===== src/rtl/assert_macros.svh =====
// Assertion macros shared by the front end, queue and back end modules.
`ifndef ASSERT_MACROS_SVH
`define ASSERT_MACROS_SVH
`ifndef SYNTHESIS
`define ASSERT_IMPLIES(lbl, clk, rst_n, ante, cons) \
    lbl: assert property (@(posedge clk) disable iff (!rst_n) (ante) |-> (cons)) \
        else $error("assertion failed");
`define ASSERT_NEXT(lbl, clk, rst_n, ante, cons) \
    lbl: assert property (@(posedge clk) disable iff (!rst_n) (ante) |=> (cons)) \
        else $error("assertion failed");
`else
`define ASSERT_IMPLIES(lbl, clk, rst_n, ante, cons)
`define ASSERT_NEXT(lbl, clk, rst_n, ante, cons)
`endif
`endif


===== src/rtl/u16u8_pkg.sv =====
// Types, constants and the code point encoder of the UTF-16 to UTF-8 unit.
package u16u8_pkg;

    localparam int unsigned QDEPTH = 4;
    localparam int unsigned QAW    = $clog2(QDEPTH);
    localparam int unsigned QCW    = $clog2(QDEPTH + 1);

    localparam logic [5:0]  HIGH_TAG  = 6'h36;
    localparam logic [5:0]  LOW_TAG   = 6'h37;
    localparam logic [20:0] CP_1B_LIM = 21'h80;
    localparam logic [20:0] CP_2B_LIM = 21'h800;
    localparam logic [20:0] CP_SUPP   = 21'h10000;
    localparam logic [7:0]  LEAD_2B   = 8'hC0;
    localparam logic [7:0]  LEAD_3B   = 8'hE0;
    localparam logic [7:0]  LEAD_4B   = 8'hF0;
    localparam logic [7:0]  CONT_TAG  = 8'h80;
    localparam logic [2:0]  FLUSH_LEN = 3'd3;

    typedef struct packed {
        logic [3:0][7:0] bytes;
        logic [2:0]      len;
    } t_enc;

    typedef struct packed {
        logic [5:0][7:0] bytes;
        logic [2:0]      count;
    } t_job;

    function automatic t_enc enc_cp(input logic [20:0] cp);
        t_enc e;
        e = '0;
        if (cp < CP_1B_LIM) begin
            e.bytes[0] = cp[7:0];
            e.len      = 3'd1;
        end else if (cp < CP_2B_LIM) begin
            e.bytes[0] = LEAD_2B | {3'b000, cp[10:6]};
            e.bytes[1] = CONT_TAG | {2'b00, cp[5:0]};
            e.len      = 3'd2;
        end else if (cp < CP_SUPP) begin
            e.bytes[0] = LEAD_3B | {4'b0000, cp[15:12]};
            e.bytes[1] = CONT_TAG | {2'b00, cp[11:6]};
            e.bytes[2] = CONT_TAG | {2'b00, cp[5:0]};
            e.len      = 3'd3;
        end else begin
            e.bytes[0] = LEAD_4B | {5'b00000, cp[20:18]};
            e.bytes[1] = CONT_TAG | {2'b00, cp[17:12]};
            e.bytes[2] = CONT_TAG | {2'b00, cp[11:6]};
            e.bytes[3] = CONT_TAG | {2'b00, cp[5:0]};
            e.len      = 3'd4;
        end
        return e;
    endfunction

endpackage


===== src/rtl/u16u8_front.sv =====
// Front end: accepts code units, pairs surrogates and builds byte jobs.
`include "assert_macros.svh"
module u16u8_front (
    input  logic              i_clk,
    input  logic              i_rst_n,
    input  logic              i_valid,
    output logic              o_stall,
    input  logic [15:0]       i_code_unit,
    input  logic              i_last_unit,
    input  logic              i_q_full,
    output logic              o_push,
    output u16u8_pkg::t_job   o_job
);
    import u16u8_pkg::*;

    logic        r_pend_valid, n_pend_valid;
    logic [9:0]  r_pend_bits, n_pend_bits;
    logic        accept, is_high, is_low, hold;
    logic [20:0] pair_cp, flush_cp, cur_cp;
    t_enc        pair_enc, flush_enc, cur_enc;
    t_job        job;

    assign accept   = i_valid && !i_q_full;
    assign o_stall  = i_q_full;
    assign is_high  = (i_code_unit[15:10] == HIGH_TAG);
    assign is_low   = (i_code_unit[15:10] == LOW_TAG);
    assign hold     = is_high && !i_last_unit;
    assign pair_cp  = {1'b0, r_pend_bits, i_code_unit[9:0]} + CP_SUPP;
    assign flush_cp = {5'b00000, HIGH_TAG, r_pend_bits};
    assign cur_cp   = {5'b00000, i_code_unit};
    assign pair_enc  = enc_cp(pair_cp);
    assign flush_enc = enc_cp(flush_cp);
    assign cur_enc   = enc_cp(cur_cp);

    always_comb begin
        job = '0;
        if (r_pend_valid && is_low) begin
            job.bytes[3:0] = pair_enc.bytes;
            job.count      = pair_enc.len;
        end else if (r_pend_valid) begin
            job.bytes[2:0] = flush_enc.bytes[2:0];
            job.count      = FLUSH_LEN;
            if (!hold) begin
                job.bytes[5:3] = cur_enc.bytes[2:0];
                job.count      = FLUSH_LEN + cur_enc.len;
            end
        end else if (!hold) begin
            job.bytes[2:0] = cur_enc.bytes[2:0];
            job.count      = cur_enc.len;
        end
    end

    assign o_job  = job;
    assign o_push = accept && (job.count != 3'd0);

    always_comb begin
        n_pend_valid = r_pend_valid;
        n_pend_bits  = r_pend_bits;
        if (accept) begin
            if (hold && !(r_pend_valid && is_low)) begin
                n_pend_valid = 1'b1;
                n_pend_bits  = i_code_unit[9:0];
            end else begin
                n_pend_valid = 1'b0;
                n_pend_bits  = '0;
            end
        end
    end

    always_ff @(posedge i_clk) begin
        if (!i_rst_n) begin
            r_pend_valid <= 1'b0;
            r_pend_bits  <= '0;
        end else begin
            r_pend_valid <= n_pend_valid;
            r_pend_bits  <= n_pend_bits;
        end
    end

    `ASSERT_NEXT(a_last_clears_pending, i_clk, i_rst_n, accept && i_last_unit, !r_pend_valid)
    `ASSERT_IMPLIES(a_hold_no_push, i_clk, i_rst_n, accept && hold && !r_pend_valid, !o_push)
endmodule


===== src/rtl/u16u8_queue.sv =====
// Short job queue between the front end and the byte serializer.
`include "assert_macros.svh"
module u16u8_queue (
    input  logic              i_clk,
    input  logic              i_rst_n,
    input  logic              i_push,
    input  u16u8_pkg::t_job   i_job,
    input  logic              i_pop,
    output logic              o_full,
    output logic              o_head_valid,
    output u16u8_pkg::t_job   o_head
);
    import u16u8_pkg::*;

    t_job            r_mem [QDEPTH];
    logic [QAW-1:0]  r_wr_ptr, r_rd_ptr;
    logic [QCW-1:0]  r_count;

    assign o_full       = (r_count == QCW'(QDEPTH));
    assign o_head_valid = (r_count != '0);
    assign o_head       = r_mem[r_rd_ptr];

    always_ff @(posedge i_clk) begin
        if (i_push) begin
            r_mem[r_wr_ptr] <= i_job;
        end
    end

    always_ff @(posedge i_clk) begin
        if (!i_rst_n) begin
            r_wr_ptr <= '0;
            r_rd_ptr <= '0;
            r_count  <= '0;
        end else begin
            if (i_push) begin
                r_wr_ptr <= r_wr_ptr + QAW'(1);
            end
            if (i_pop) begin
                r_rd_ptr <= r_rd_ptr + QAW'(1);
            end
            case ({i_push, i_pop})
                2'b10:   r_count <= r_count + QCW'(1);
                2'b01:   r_count <= r_count - QCW'(1);
                default: r_count <= r_count;
            endcase
        end
    end

    `ASSERT_IMPLIES(a_no_overflow, i_clk, i_rst_n, i_push, !o_full)
    `ASSERT_IMPLIES(a_no_underflow, i_clk, i_rst_n, i_pop, o_head_valid)
endmodule


===== src/rtl/u16u8_back.sv =====
// Back end: serializes queued jobs into one UTF-8 byte per transaction.
`include "assert_macros.svh"
module u16u8_back (
    input  logic              i_clk,
    input  logic              i_rst_n,
    input  logic              i_head_valid,
    input  u16u8_pkg::t_job   i_head,
    output logic              o_pop,
    output logic              o_valid,
    input  logic              i_stall,
    output logic [7:0]        o_out_byte,
    output logic              o_run_end
);
    import u16u8_pkg::*;

    logic [2:0] r_idx, n_idx;
    logic       r_ovalid;
    logic [7:0] r_byte;
    logic       r_end;
    logic       out_free, load, last_byte;

    assign out_free  = !r_ovalid || !i_stall;
    assign load      = out_free && i_head_valid;
    assign last_byte = (r_idx == (i_head.count - 3'd1));
    assign o_pop     = load && last_byte;

    always_comb begin
        n_idx = r_idx;
        if (load) begin
            n_idx = last_byte ? 3'd0 : r_idx + 3'd1;
        end
    end

    always_ff @(posedge i_clk) begin
        if (!i_rst_n) begin
            r_idx    <= '0;
            r_ovalid <= 1'b0;
        end else begin
            r_idx <= n_idx;
            if (load) begin
                r_ovalid <= 1'b1;
            end else if (!i_stall) begin
                r_ovalid <= 1'b0;
            end
        end
    end

    always_ff @(posedge i_clk) begin
        if (load) begin
            r_byte <= i_head.bytes[r_idx];
            r_end  <= last_byte;
        end
    end

    assign o_valid    = r_ovalid;
    assign o_out_byte = r_byte;
    assign o_run_end  = r_end;

    `ASSERT_IMPLIES(a_idx_in_range, i_clk, i_rst_n, i_head_valid, r_idx < i_head.count)
    `ASSERT_NEXT(a_pop_marks_end, i_clk, i_rst_n, o_pop, o_valid && o_run_end)
endmodule


===== src/rtl/utf16_to_utf8_encoder_unit.sv =====
// Top level of the UTF-16 to UTF-8 encoder unit.
//
//  channel | direction | handshake          | payload
//  --------+-----------+--------------------+-------------------------------
//  input   | in        | i_valid / o_stall  | i_code_unit[15:0], i_last_unit
//  output  | out       | o_valid / i_stall  | o_out_byte[7:0], o_run_end
//
// One code unit is taken per cycle while the 4-entry job queue has room.
// The serializer sends one byte per cycle while i_stall is low; a unit yields 0 to 6
// bytes, and its job passes through the queue and then the output register.
// Reset clears the pending surrogate, queue pointers and the output valid flag.
// o_stall rises only when the queue is full; i_stall holds the output register.
module utf16_to_utf8_encoder_unit (
    input  logic        i_clk,
    input  logic        i_rst_n,
    input  logic        i_valid,
    output logic        o_stall,
    input  logic [15:0] i_code_unit,
    input  logic        i_last_unit,
    output logic        o_valid,
    input  logic        i_stall,
    output logic [7:0]  o_out_byte,
    output logic        o_run_end
);
    import u16u8_pkg::*;

    logic q_full, q_push, q_pop, q_head_valid;
    t_job push_job, head_job;

    u16u8_front u_front (
        .i_clk       (i_clk),
        .i_rst_n     (i_rst_n),
        .i_valid     (i_valid),
        .o_stall     (o_stall),
        .i_code_unit (i_code_unit),
        .i_last_unit (i_last_unit),
        .i_q_full    (q_full),
        .o_push      (q_push),
        .o_job       (push_job)
    );

    u16u8_queue u_queue (
        .i_clk        (i_clk),
        .i_rst_n      (i_rst_n),
        .i_push       (q_push),
        .i_job        (push_job),
        .i_pop        (q_pop),
        .o_full       (q_full),
        .o_head_valid (q_head_valid),
        .o_head       (head_job)
    );

    u16u8_back u_back (
        .i_clk        (i_clk),
        .i_rst_n      (i_rst_n),
        .i_head_valid (q_head_valid),
        .i_head       (head_job),
        .o_pop        (q_pop),
        .o_valid      (o_valid),
        .i_stall      (i_stall),
        .o_out_byte   (o_out_byte),
        .o_run_end    (o_run_end)
    );
endmodule


===== config.mk =====
export PLATFORM = sky130hd
export DESIGN_NAME = utf16_to_utf8_encoder_unit
export DESIGN_NICKNAME = d
export VERILOG_FILES = /design/src/rtl/u16u8_pkg.sv /design/src/rtl/u16u8_front.sv /design/src/rtl/u16u8_queue.sv /design/src/rtl/u16u8_back.sv /design/src/rtl/utf16_to_utf8_encoder_unit.sv
export VERILOG_INCLUDE_DIRS = /design/src /design/src/rtl
export SDC_FILE = /design/constraint.sdc
export NUM_CORES = 1
export LEC_CHECK = 0
export ABC_AREA = 1
export BUFFER_PORTS_ARGS = -buffer_cell sky130_fd_sc_hd__buf_4
export CAP_MARGIN = 5
export CORE_AREA = 4 4 162 164
export DETAILED_ROUTE_END_ITERATION = 16
export DIE_AREA = 0 0 166 168
export SETUP_SLACK_MARGIN = 0.1
export SYNTH_ARGS = -nofsm -noshare
export SYNTH_HDL_FRONTEND = slang
export SYNTH_SLANG_ARGS = --single-unit

===== constraint.sdc =====
create_clock -name i_clk -period 5.09 [get_ports i_clk]
set_clock_uncertainty 0.2 [all_clocks]
set_input_delay 0.7635 -clock i_clk [delete_from_list [all_inputs] [get_ports i_clk]]
set_output_delay 0.7635 -clock i_clk [all_outputs]
set_load 0.05 [all_outputs]

==> impl_metrics.py, run 1 <==
metrics = {
    "clock_network": {
        "numClockSinks": 221,
        "ctsResizeCount": 0,
        "cts-root-buf": "clkbuf_16",
        "post_cts_buffers": 0,
        "worstSkewPairLatency_ps": 520,
        "hold_buffers": 0,
        "clock_path_buffers": 3,
        "htree_levels": 1,
        "cts_tree": "done",
        "numCtsBuffers": 24,
        "clk_pin_slew_ps": 60,
    },
    "power_and_ir_drop": {
        "fin_total_pwr_mw": 5.03,
        "peakVddDrop_uv": 268,
        "pwr_density_cell_nw_per_um2": 447,
        "p_leak_nw": 3.96,
    },
    "timing": {
        "drv_slew": 0,
        "finalSetupTns_ps": 0,
        "period_share": 0.692,
        "rsz0062_at_grt": "false",
        "worst_slew_pin_slew_ps": 889,
        "fin_crit_ps": 3520,
        "max-slew-margin-rel": 0.407,
        "hold_viol_final": 0,
        "setup_violations": 0,
        "max_freq_mhz": 284,
    },
    "synth": {
        "ys.flop_type": "edfxtp_1",
        "ys_seq_area_frac": 0.649,
        "synth_common_cells": "edfxtp_1 (197), nor2_1 (135), o21ai_0 (118), nand2_1 (115), inv_1 (56)",
        "syn-num-nets": 936,
        "synth_cell_types": 39,
        "synth_edf_count": 197,
        "synthesis.area_um2": 9850,
        "yosysWarnings": 0,
        "yosys-top-cells-area": "edfxtp_1 (60%), o21ai_0 (6.0%), nor2_1 (5.1%)",
        "syn_inst": 906,
        "ys_ff_latch": 221,
        "yosysTopAreaCellShare": 0.601,
        "yosysMostFrequentCell": "edfxtp_1",
        "yosysTopAreaCell": "edfxtp_1",
        "async_flop_share": 0,
        "avgSynthCellArea_um2": 10.9,
    },
    "layout": {
        "drive_gt1_frac": 0.126,
        "num_antenna_cells": 0,
        "finalNetCount": 961,
        "fillers": 2303,
        "syn2layout_area_growth_pct": 14.2,
    },
    "placed_design": {
        "dpl.hpwl_um": 16000,
        "routabilityCongestion": 0.976,
        "io_buffers": 31,
    },
    "worst_setup_path": {
        "worst-path-buf-inv": 3,
        "cp.required_ps": 5300,
        "worstPathMaxFanout": 50,
        "path_cells": "buf_4 > nand2_1 > nand3_1 > nand2_1 > ha_1 > xnor2_1 > a21oi_1 > o21ai_0 > nor2_2 > nand2_2 > inv_2 > ha_1 > inv_1 > fa_1 > a21oi_1 > o21ai_0 > o21ai_0 > a21oi_1",
        "cp-end-kind": "flop",
        "arrival_ps": 3730,
        "path_class": "reg -> reg",
        "critPathTopFamily": "adder cells",
        "crit_path_start_kind": "flop",
        "crit_slowest_cell": "buf_4",
        "critPathMaxStageDelay_ps": 450,
    },
    "routing": {
        "vias_per_cell": 5.51,
        "via_count": 7043,
        "wl_per_cell_um": 19.8,
        "drtPass1Iterations": 5,
        "wirelength_um": 25300,
        "first_iter_violations": 686,
        "ant_nets": 0,
        "drc": 0,
    },
    "outcome": {
        "outcome": "finished clean",
    },
    "global_route": {
        "grt_usage": 0.178,
        "antenna_found_initial": 0,
        "overflow": 0,
        "grt_pass1_wl_um": 39300,
        "grt_max_degree": 85,
        "grt_pass1_vias": 6706,
    },
    "floorplanning": {
        "die_w_um": 166,
        "core_um2": 24900,
        "fp-row-count": 58,
        "die-area_um2": 27900,
        "die_h_um": 168,
        "start_util": 0.396,
        "ios": 32,
    },
    "job": {
        "max_cap_violations": 0,
    },
    "worst_hold_path": {
        "hold_class": "reg -> reg",
    },
}
## sequential cells by signal, indices dropped and copies added (netlist names), named ones only
name / count
u_queue.r_mem: 188
u_front.r_pend_bits: 10
u_back.o_out_byte: 8
u_back.r_idx: 3
u_queue.r_count: 3
u_queue.r_rd_ptr: 2
u_queue.r_wr_ptr: 2
u_back.o_run_end: 1
u_back.o_valid: 1
u_front.r_pend_valid: 1
## kinds of logic (layout without fill, tap and decap cells)
kind of cell    after synthesis  after routing  synth area share
fa+ha+maj                     9              9            0.0122
simple gates                309            309             0.138
buf+inv                     112            155            0.0451
compound gates              250            250             0.151
xor+xnor                      5              5           0.00445
flops                       221            221             0.649
## final timing paths
path | start | to | slack [ps] | cells after the start
max | flop | u_queue.r_count[2]$_SDFFE_PN0P_ | 1570 | 18
min | u_back.r_idx[0]$_SDFFE_PN0P_ | u_back.r_idx[0]$_SDFFE_PN0P_ | 290 | 2
max reg2reg | flop | u_queue.r_count[2]$_SDFFE_PN0P_ | 1570 | 18
min reg2reg | u_back.r_idx[0]$_SDFFE_PN0P_ | u_back.r_idx[0]$_SDFFE_PN0P_ | 290 | 2
## power by group
part           total (mW)  switching [mW]  internal [mW]
Combinational        1.09           0.805          0.288
Clock                1.74           0.693           1.05
Sequential           2.20          0.0437           2.15
## tightest hold or removal path, cell delays in order (launching register included)
cell and delay, ps:
dfxtp_1 320, nand2_1 70, a21oi_1 50
## layer usage
layer | global-route usage | wire length [µm] | vias to the layer above | part of all wire
li1 | - | - | 3314 | -
met1 | 0.256 | 11200 | 3385 | 0.44
met2 | 0.283 | 11600 | 286 | 0.46
met3 | 0.0289 | 1860 | 58 | 0.073
met4 | 0.0495 | 696 | 0 | 0.027
met5 | 0 | 0 | - | 0
## stage by stage
step                      setup slack [ps]  utilization  hold WS, ps  instance area, µm²  std cells
after global placement                1250        0.420          269               10400       1235
after floorplan                        849            -          259                9850        906
after global routing                  1120        0.452          303               11200       1279
after detailed placement              1190        0.420          280               10400       1235
after CTS                             1550        0.452          279               11200       1279
final                                 1570        0.452          285               11200       1279
## cells in the final DEF (no fill, tap or decap), drive strengths merged
| cell | count |
|---|---|
| a21oi | 37 |
| a22oi | 5 |
| a31oi | 1 |
| a32o | 1 |
| buf | 44 |
| bufinv | 3 |
| clkbuf | 29 |
| clkinv | 11 |
| clkinvlp | 1 |
| dfxtp | 24 |
| edfxtp | 197 |
| fa | 1 |
| ha | 8 |
| inv | 67 |
| nand2 | 124 |
| nand3 | 28 |
| nand4 | 6 |
| nor2 | 148 |
| nor3 | 3 |
| o2111ai | 2 |
| o211ai | 24 |
| o21ai | 121 |
| o21bai | 2 |
| o221ai | 26 |
| o22ai | 30 |
| o31ai | 1 |
| xnor2 | 1 |
| xor2 | 4 |
## final cells by class
| cell class | instances | area [µm²] | area share |
|---|---|---|---|
| clock buffer | 29 | 639 | 0.0569 |
| timing repair buffer | 44 | 343 | 0.0305 |
| clock inverter | 15 | 160 | 0.0142 |
| sequential | 221 | 6400 | 0.569 |
| multi-input combinational | 573 | 3040 | 0.270 |
| tap | 330 | 413 | 0.0367 |
| inverter | 67 | 251 | 0.0224 |
Note: power is estimated with default switching activity, not from simulation.
==> run 2, diff against run 1 <==
Clock period 5.09 ns to 2.9 ns, I/O delays scaled along.
==> impl_metrics.py, run 2 (synthesized netlist as in run 1, its figures left out) <==
metrics = {
    "outcome": {
        "outcome": "finished clean",
    },
    "timing": {
        "fin_crit_ps": 2780,
        "period_share": 0.957,
        "finalSetupTns_ps": 0,
        "max-slew-margin-rel": 0.376,
        "hold_ws_ps": 13.4,
        "max_freq_mhz": 360,
        "setup_violations": 0,
        "drv_slew": 0,
        "fin_ws_ps": 125,
        "rsz0062_at_grt": "true",
        "worst_slew_pin_slew_ps": 927,
        "hold_viol_final": 0,
    },
    "routing": {
        "wl_per_cell_um": 19.8,
        "drc": 0,
        "wirelength_um": 25900,
        "drtPass1Iterations": 6,
        "ant_nets": 0,
        "vias_per_cell": 5.51,
        "first_iter_violations": 832,
        "via_count": 7229,
    },
    "worst_setup_path": {
        "r2r_slack_ps": 120,
        "worstPathMaxFanout": 6,
        "cp-end-kind": "flop",
        "crit_path_start_kind": "flop",
        "cp.required_ps": 3090,
        "path_class": "reg -> reg",
        "arrival_ps": 2960,
        "worstRegToRegCells": 16,
        "rr_endpoint": "u_queue.r_count[1]$_SDFFE_PN0P_",
    },
    "placed_design": {
        "io_buffers": 31,
        "dp_worst_setup_slack_ps": 76.0,
        "routabilityCongestion": 0.952,
        "dpl.hpwl_um": 16400,
    },
    "clock_network": {
        "cts_tree": "done",
        "numClockSinks": 221,
        "clk_pin_slew_ps": 60,
        "clock_path_buffers": 3,
        "cts-root-buf": "clkbuf_16",
        "htree_levels": 1,
        "numCtsBuffers": 24,
        "worstSkewPairLatency_ps": 520,
    },
    "worst_hold_path": {
        "hold_class": "in -> reg",
        "worstHoldPathCells": 5,
        "holdPathEnd": "u_back.o_valid$_SDFFE_PN0P_",
        "hp-start": "i_stall",
    },
    "power_and_ir_drop": {
        "p_leak_nw": 4.10,
        "pwr_density_cell_nw_per_um2": 760,
        "peakVddDrop_uv": 428,
    },
    "layout": {
        "syn2layout_area_growth_pct": 16.9,
        "layout_common_cells": "edfxtp_1 (197), nor2_1 (129), o21ai_0 (115)",
        "num_antenna_cells": 0,
        "fillers": 2317,
        "largest-register": "u_queue.r_mem",
        "drive_gt1_frac": 0.164,
        "finalNetCount": 994,
        "largest_reg_flops": 188,
        "final_common_cell": "edfxtp_1",
    },
    "floorplanning": {
        "core_um2": 24900,
        "start_util": 0.396,
        "ios": 32,
        "die_w_um": 166,
        "die-area_um2": 27900,
        "die_h_um": 168,
        "fp-row-count": 58,
    },
    "global_route": {
        "grt_pass1_wl_um": 40400,
        "grt_usage": 0.182,
        "overflow": 0,
        "grt_pass1_vias": 7006,
        "antenna_found_initial": 0,
        "grt_max_degree": 85,
    },
    "job": {
        "max_cap_violations": 0,
    },
}
run 2: cell type report:
type,count,area [µm²],share of cell area
clock inverters,17,123,0.0106
repair buffers,77,646,0.0561
clock buffers,27,612,0.0531
multi-input cells,573,3070,0.266
well taps,330,413,0.0359
flip-flops and latches,221,6400,0.556
inverters,67,254,0.0221
run 2: metrics by stage:
step                cells  instance area (µm²)  utilization  power (mW)
floorplan             906                 9890            -        5.22
global placement     1264                10700        0.430        5.94
detailed placement   1264                10700        0.430        5.96
CTS                  1310                11500        0.461        8.78
global route         1312                11500        0.463        9.18
finish               1312                11500        0.463        8.75
run 2: where the power goes:
group,total (mW),internal [mW],switching [mW]
sequential,3.86,3.78,0.0815
clock,2.83,1.61,1.22
combinational,2.06,0.608,1.45
total,8.75,6.00,2.76
run 2: timing repair:
| action | in CTS | in global routing |
|---|---|---|
| buffers inserted | 0 | 2 |
| hold endpoints to repair | 4 | 0 |
| endpoints found under the setup margin | 2 | 2 |
| hold buffers | 2 | 0 |
| resized for setup | 2 | 9 |
| pin swaps | 1 | 2 |
run 2: critical path: stages, from the launching register on:
cell and delay, ps:
dfxtp_4 360, inv_4 80, nand2_2 40, a32o_1 210, ha_1 280, xnor2_1 130
a21oi_1 100, o21ai_1 80, nor2_2 140, nand2_2 70, inv_2 70, ha_4 130
inv_2 40, fa_2 520, nor2_2 30, a21oi_1 110, nor2_1 50
run 2: layer usage:
| metal | wire length (µm) | up-vias | share of wire | global-route usage |
|---|---|---|---|---|
| li1 | - | 3379 | - | - |
| met1 | 11400 | 3524 | 0.44 | 0.251 |
| met2 | 12000 | 280 | 0.46 | 0.293 |
| met3 | 1950 | 46 | 0.075 | 0.0406 |
| met4 | 580 | 0 | 0.022 | 0.0477 |
| met5 | 0 | - | 0 | 0 |
run 2: worst max-delay path by stage:
stage / endpoint / slack, ps / cells after the start
detailed placement: u_queue.r_count[1]$_SDFFE_PN0P_ / 80 / 15
CTS: u_queue.r_count[1]$_SDFFE_PN0P_ / 120 / 16
global route: u_queue.r_count[2]$_SDFFE_PN0P_ / -90 / 17
finish: u_queue.r_count[1]$_SDFFE_PN0P_ / 120 / 16
floorplan: u_queue.r_mem[0][0]$_DFFE_PP_ / -330 / 10
global placement: u_queue.r_count[1]$_SDFFE_PN0P_ / 120 / 15
